===== src/arw_pkg.sv =====
// Shared types and constants for the anti-replay window block.
package arw_pkg;

    localparam int COUNTER_W   = 64;
    localparam int QUEUE_DEPTH = 4;
    localparam int QUEUE_PTR_W = $clog2(QUEUE_DEPTH);

    typedef struct packed {
        logic [COUNTER_W-1:0] counter;
        logic                 is_zero;
    } arw_item_t;

    typedef struct packed {
        logic item_valid;
        logic full;
    } arw_queue_status_t;

endpackage


===== src/arw_front.sv =====
// Front end: input transfer, zero-counter classification and item queue.
module arw_front
    import arw_pkg::*;
(
    input  logic                 clk,
    input  logic                 rst_n,
    input  logic                 counter_valid,
    output logic                 counter_stall,
    input  logic [COUNTER_W-1:0] counter,
    input  logic                 pop,
    output arw_queue_status_t    status,
    output arw_item_t            item
);

    arw_item_t              queue_reg [QUEUE_DEPTH];
    logic [QUEUE_PTR_W-1:0] wr_ptr_reg;
    logic [QUEUE_PTR_W-1:0] wr_ptr_next;
    logic [QUEUE_PTR_W-1:0] rd_ptr_reg;
    logic [QUEUE_PTR_W-1:0] rd_ptr_next;
    logic [QUEUE_PTR_W:0]   count_reg;
    logic [QUEUE_PTR_W:0]   count_next;
    logic                   push;
    logic                   pop_ok;
    arw_item_t              new_item;

    assign status.full       = (count_reg == (QUEUE_PTR_W+1)'(QUEUE_DEPTH));
    assign status.item_valid = (count_reg != '0);
    assign counter_stall     = status.full;
    assign push              = counter_valid && !status.full;
    assign pop_ok            = pop && status.item_valid;

    assign new_item.counter = counter;
    assign new_item.is_zero = (counter == '0);

    assign item = queue_reg[rd_ptr_reg];

    always_comb
    begin
        wr_ptr_next = wr_ptr_reg;
        rd_ptr_next = rd_ptr_reg;
        count_next  = count_reg;
        if (push)
        begin
            wr_ptr_next = QUEUE_PTR_W'(wr_ptr_reg + 1'b1);
        end
        if (pop_ok)
        begin
            rd_ptr_next = QUEUE_PTR_W'(rd_ptr_reg + 1'b1);
        end
        if (push && !pop_ok)
        begin
            count_next = (QUEUE_PTR_W+1)'(count_reg + 1'b1);
        end
        else if (!push && pop_ok)
        begin
            count_next = (QUEUE_PTR_W+1)'(count_reg - 1'b1);
        end
    end

    always_ff @(posedge clk or negedge rst_n)
    begin
        if (!rst_n)
        begin
            wr_ptr_reg <= '0;
            rd_ptr_reg <= '0;
            count_reg  <= '0;
        end
        else
        begin
            wr_ptr_reg <= wr_ptr_next;
            rd_ptr_reg <= rd_ptr_next;
            count_reg  <= count_next;
        end
    end

    always_ff @(posedge clk)
    begin
        if (push)
        begin
            queue_reg[wr_ptr_reg] <= new_item;
        end
    end

endmodule


===== src/arw_back.sv =====
// Back end: window state, replay check and result register.
module arw_back
    import arw_pkg::*;
#(
    parameter int WINDOW_BITS = 128
)
(
    input  logic              clk,
    input  logic              rst_n,
    input  arw_queue_status_t status,
    input  arw_item_t         item,
    output logic              pop,
    output logic              result_valid,
    input  logic              result_stall,
    output logic              accepted,
    output logic              advanced
);

    localparam int IDX_W = $clog2(WINDOW_BITS);

    logic                   started_reg;
    logic                   started_next;
    logic [COUNTER_W-1:0]   highest_reg;
    logic [COUNTER_W-1:0]   highest_next;
    logic [WINDOW_BITS-1:0] window_reg;
    logic [WINDOW_BITS-1:0] window_next;
    logic                   out_valid_reg;
    logic                   out_valid_next;
    logic                   accepted_reg;
    logic                   accepted_next;
    logic                   advanced_reg;
    logic                   advanced_next;

    logic [COUNTER_W:0]     diff;
    logic [COUNTER_W-1:0]   age;
    logic                   is_higher;
    logic                   far_ahead;
    logic                   in_window;
    logic [IDX_W-1:0]       age_idx;

    assign pop = status.item_valid && (!out_valid_reg || !result_stall);

    assign diff      = {1'b0, item.counter} - {1'b0, highest_reg};
    assign age       = highest_reg - item.counter;
    assign is_higher = !diff[COUNTER_W] && (diff[COUNTER_W-1:0] != '0);
    assign far_ahead = (diff[COUNTER_W-1:0] >= COUNTER_W'(WINDOW_BITS));
    assign in_window = (age < COUNTER_W'(WINDOW_BITS));
    assign age_idx   = age[IDX_W-1:0];

    always_comb
    begin
        started_next   = started_reg;
        highest_next   = highest_reg;
        window_next    = window_reg;
        out_valid_next = out_valid_reg && result_stall;
        accepted_next  = accepted_reg;
        advanced_next  = advanced_reg;
        if (pop)
        begin
            out_valid_next = 1'b1;
            accepted_next  = 1'b0;
            advanced_next  = 1'b0;
            if (item.is_zero)
            begin
                accepted_next = 1'b0;
            end
            else if (!started_reg || is_higher)
            begin
                started_next  = 1'b1;
                highest_next  = item.counter;
                accepted_next = 1'b1;
                advanced_next = 1'b1;
                if (!started_reg || far_ahead)
                begin
                    window_next = WINDOW_BITS'(1);
                end
                else
                begin
                    window_next = (window_reg << diff[IDX_W-1:0]) | WINDOW_BITS'(1);
                end
            end
            else if (in_window && !window_reg[age_idx])
            begin
                window_next[age_idx] = 1'b1;
                accepted_next        = 1'b1;
            end
        end
    end

    always_ff @(posedge clk or negedge rst_n)
    begin
        if (!rst_n)
        begin
            started_reg   <= 1'b0;
            highest_reg   <= '0;
            window_reg    <= '0;
            out_valid_reg <= 1'b0;
        end
        else
        begin
            started_reg   <= started_next;
            highest_reg   <= highest_next;
            window_reg    <= window_next;
            out_valid_reg <= out_valid_next;
        end
    end

    always_ff @(posedge clk)
    begin
        accepted_reg <= accepted_next;
        advanced_reg <= advanced_next;
    end

    assign result_valid = out_valid_reg;
    assign accepted     = accepted_reg;
    assign advanced     = advanced_reg;

endmodule


===== src/anti_replay_window.sv =====
// Top level of the sliding-window anti-replay checker.
// Input channel: counter_valid / counter_stall carry one 64-bit sequence
// counter per transfer. Output channel: result_valid / result_stall carry
// accepted and advanced for each counter, in arrival order.
// A counter entering the four-entry queue waits in a queue entry until the
// back end pops it and registers its result. Throughput is one counter per
// cycle while result_stall is low: the back end checks and updates the
// window as it pops each queue entry. With result_stall high over a valid
// result, the result register holds and the back end stops draining the
// queue; counter_stall rises once the queue holds four entries. Reset
// clears the started flag, the highest counter and all window marks; the
// queue and result register come up empty. The first nonzero counter after
// reset starts the window. WINDOW_BITS sets the window width.
module anti_replay_window
    import arw_pkg::*;
#(
    parameter int WINDOW_BITS = 128
)
(
    input  logic                 clk,
    input  logic                 rst_n,
    input  logic                 counter_valid,
    output logic                 counter_stall,
    input  logic [COUNTER_W-1:0] counter,
    output logic                 result_valid,
    input  logic                 result_stall,
    output logic                 accepted,
    output logic                 advanced
);

    arw_queue_status_t status;
    arw_item_t         item;
    logic              pop;

    arw_front u_front (
        .clk           (clk),
        .rst_n         (rst_n),
        .counter_valid (counter_valid),
        .counter_stall (counter_stall),
        .counter       (counter),
        .pop           (pop),
        .status        (status),
        .item          (item)
    );

    arw_back #(
        .WINDOW_BITS (WINDOW_BITS)
    ) u_back (
        .clk          (clk),
        .rst_n        (rst_n),
        .status       (status),
        .item         (item),
        .pop          (pop),
        .result_valid (result_valid),
        .result_stall (result_stall),
        .accepted     (accepted),
        .advanced     (advanced)
    );

`ifndef SYNTHESIS
    assert property (@(posedge clk) disable iff (!rst_n)
        result_valid |-> (!advanced || accepted))
        else $error("advanced without accepted");

    assert property (@(posedge clk) disable iff (!rst_n)
        (result_valid && result_stall) |-> !pop)
        else $error("queue drained into a stalled result");

    assert property (@(posedge clk) disable iff (!rst_n)
        $rose(counter_stall) |-> $past(counter_valid))
        else $error("queue filled without an input transfer");
`endif

endmodule


===== config.mk =====
export PLATFORM = sky130hd
export DESIGN_NAME = anti_replay_window
export DESIGN_NICKNAME = d
export VERILOG_FILES = /design/src/arw_pkg.sv /design/src/arw_front.sv /design/src/arw_back.sv /design/src/anti_replay_window.sv
export SDC_FILE = /design/constraint.sdc
export NUM_CORES = 2
export LEC_CHECK = 0
export BUFFER_PORTS_ARGS = -buffer_cell sky130_fd_sc_hd__buf_2
export CELL_PAD_IN_SITES_DETAIL_PLACEMENT = 0
export CELL_PAD_IN_SITES_GLOBAL_PLACEMENT = 1
export CORE_ASPECT_RATIO = 1.5
export CORE_UTILIZATION = 50
export DETAILED_ROUTE_END_ITERATION = 7
export GPL_ROUTABILITY_DRIVEN = 1
export PLACE_DENSITY = 0.86
export SYNTH_ARGS = -nofsm -noshare
export SYNTH_HDL_FRONTEND = slang
export SYNTH_SLANG_ARGS = --single-unit

===== constraint.sdc =====
create_clock -name clk -period 7.67 [get_ports clk]
set_input_delay 1.534 -clock clk [delete_from_list [all_inputs] [get_ports clk]]
set_output_delay 1.534 -clock clk [all_outputs]
set_load 0.02 [all_outputs]

==> impl_metrics.env <==
export IMPL_syn_nets=4341
export IMPL_synth_cell_types=89
export IMPL_ys_ff_latch=463
export IMPL_die_y_um=333
export IMPL_period_share_pct=97.3
export IMPL_final_common_cell="nand2_1"
export IMPL_viasPerCell=7.13
export IMPL_routed_top_layer="met5"
export IMPL_critPathMaxFanout=50
export IMPL_cts_root_buf="clkbuf_16"
export IMPL_finalSetupTns_ns=0
export IMPL_ctsResizeCount=0
export IMPL_final_nets=4327
export IMPL_initialDrtViolationCount=3993
export IMPL_wl_per_cell_um=35.2
export IMPL_finalHoldViolCount=0
export IMPL_cts_hold_buf=0
export IMPL_slew_viol_final=0
export IMPL_cap_viol_max_count=1
export IMPL_grt_pass1_vias=35800
export IMPL_grt_usage_pct=48.0
export IMPL_post_cts_buffers=0
export IMPL_coreArea_um2=72500
export IMPL_setup_viol=0
export IMPL_netlist_area_um2=36600
export IMPL_pin_count=72
export IMPL_wl_met2_um=85500
export IMPL_dr_pass1_iters=7
export IMPL_fp_dieArea_um2=74300
export IMPL_clock_latency_ns=0.65
export IMPL_crit_arrival_ns=7.99
export IMPL_drive_gt1_share_pct=13.5
export IMPL_largest_register_ffs=260
export IMPL_clock_sinks=463
export IMPL_rsz0062_at_grt="false"
export IMPL_start_kind="register"
export IMPL_wl_met1_um=56000
export IMPL_grt_overflow=0
export IMPL_cts_made_buffers=47
export IMPL_tritoncts="built"
export IMPL_finClkSkew_ns=0.0401
export IMPL_drc=0
export IMPL_gp_congestion=1.06
export IMPL_fin_crit_ns=7.46
export IMPL_grt_max_degree=129
export IMPL_synth_ff_type="edfxtp_1"
export IMPL_tightestPinTransition_ns=1.46
export IMPL_cp_end_kind="register"
export IMPL_yosysSeqAreaShare_pct=35.2
export IMPL_vias=36200
export IMPL_required_ns=8.20
export IMPL_drtAntennaViolNets=0
export IMPL_dp_hpwl_um=134000
export IMPL_relSlewSlack_pct=1.73
export IMPL_path_class="reg -> reg"
export IMPL_area_growth_pct=9.91
export IMPL_grt_pass1_wl_um=256000
export IMPL_clkTransAtPathRegs_ns=0.07
export IMPL_status="complete, but fails checks"
export IMPL_synth_edf_count=262
export IMPL_fin_hold_ws_ns=0.494
export IMPL_cts_buffer_depth=3
export IMPL_drt_wl_total_um=179000
export IMPL_synth_warnings=0
export IMPL_numPortBuffers=71
export IMPL_async_reset_ff_share_pct=43.4
export IMPL_syn_mean_instance_area_um2=8.85
export IMPL_antenna_found_initial=5
export IMPL_hold_path_class="reg -> reg"
export IMPL_htree_levels=2
export IMPL_layout_common_cells="518 x nand2_1, 421 x o21ai_0, 415 x a21oi_1"
export IMPL_die_w_um=223
export IMPL_violations="max-capacitance violations"
export IMPL_synth_cells=4137
export IMPL_wl_met3_um=14100
export IMPL_initial_core_util_pct=50.5
export IMPL_placement_rows=121
export IMPL_fmax_ghz=0.134
cell type report:
type	count	area (µm²)
Antenna cell	2	5.00
Clock buffer	57	1250
Clock inverter	31	295
Fill cell	6664	32300
Inverter	153	574
Multi-Input combinational cell	3212	22100
Sequential cell	463	12900
Tap cell	922	1150
Timing Repair Buffer	246	1940
final timing paths:
path                                  startpoint                     end  slack [ns]  cells past startpoint
max                        u_front.rd_ptr_reg[0]  u_back.window_reg[116]        0.21                     20
min                         u_front.count_reg[2]    u_front.count_reg[2]        0.49                      1
max reg2reg                u_front.rd_ptr_reg[0]  u_back.window_reg[116]        0.21                     20
min reg2reg                 u_front.count_reg[2]    u_front.count_reg[2]        0.49                      1
max in group asynchronous                  rst_n  u_back.highest_reg[61]        5.35                      2
min in group asynchronous                  rst_n  u_back.highest_reg[29]        0.98                      1
metrics by stage:
stage	utilization (%)	cells	setup WS, ns	instance area (µm²)
after CTS	55.4	5082	0.282	40200
final	55.5	5086	0.211	40200
after floorplan	-	4137	0.998	36600
after detailed placement	53.3	4994	0.277	38600
after global placement	53.3	4994	0.281	38600
after global routing	55.5	5084	0.0219	40200
metal layers:
| layer | global-route usage [%] | vias to the layer above |
|---|---|---|
| met5 | 0 | - |
| met4 | 50.3 | 6 |
| met3 | 11.9 | 945 |
| met2 | 80.1 | 2121 |
| met1 | 47.2 | 17800 |
| li1 | - | 15400 |
worst max-delay path, stage by stage, from the launching register on:
cell and delay (ns):
dfrtp_4 0.67, buf_12 0.25, buf_4 0.29, mux4_2 0.60
inv_1 0.08, ha_1 0.59, nand4_1 0.24, or3_1 0.41
or2_1 0.33, nor4_2 0.69, nor4_1 0.24, o211ai_1 0.17
o2111ai_1 0.19, nand4b_1 0.21, or4_1 0.54, or4_4 0.61
o31ai_4 0.30, a21oi_2 0.14, o21a_4 0.27, buf_12 0.17
o21a_1 0.24
synth_stat cells (9+ instances only):
cell       number  area, µm²
a211oi_1       37        278
a21boi_0        9       67.6
a21o_1         24        180
a21oi_1       415       2080
a221oi_1       10       87.6
a22oi_1         9       67.6
a31oi_1        68        425
and2_1         18        113
and3_1         14       87.6
and4_1         13        114
buf_1          50        188
buf_2          67        335
clkbuf_1      179        672
dfrtp_1       201       5030
edfxtp_1      262       7870
ha_1          133       1660
inv_1         152        571
mux2_2         40        450
mux2i_1       211       2110
mux4_2        122       2750
nand2_1       518       1940
nand2b_1       19        119
nand3_1        60        300
nand4_1        47        294
nor2_1        302       1130
nor2b_1        21        131
nor3_1         67        335
nor4_1         33        206
o2111ai_1      11       96.3
o211ai_1       68        510
o21a_1        148       1110
o21ai_0       423       2120
o21ai_1        19       95.1
o21bai_1       10       75.1
o22ai_1        80        500
o2bb2ai_1      23        201
o311ai_0       16        140
o31ai_1        10       75.1
or3_1          12       75.1
xnor2_1        39        342
xor2_1         40        350
cell families after synthesis:
logic type | after synthesis | share of synthesized area, %
fa+ha+maj | 136 | 4.71
buf+inv | 462 | 5.16
xor+xnor | 79 | 1.89
flops | 463 | 35.2
simple gates | 1160 | 14.1
compound gates | 1464 | 24.4
mux | 373 | 14.5
Power is not shown: default switching activity piles up to over one toggle a cycle in this logic, so the estimate is an artifact.
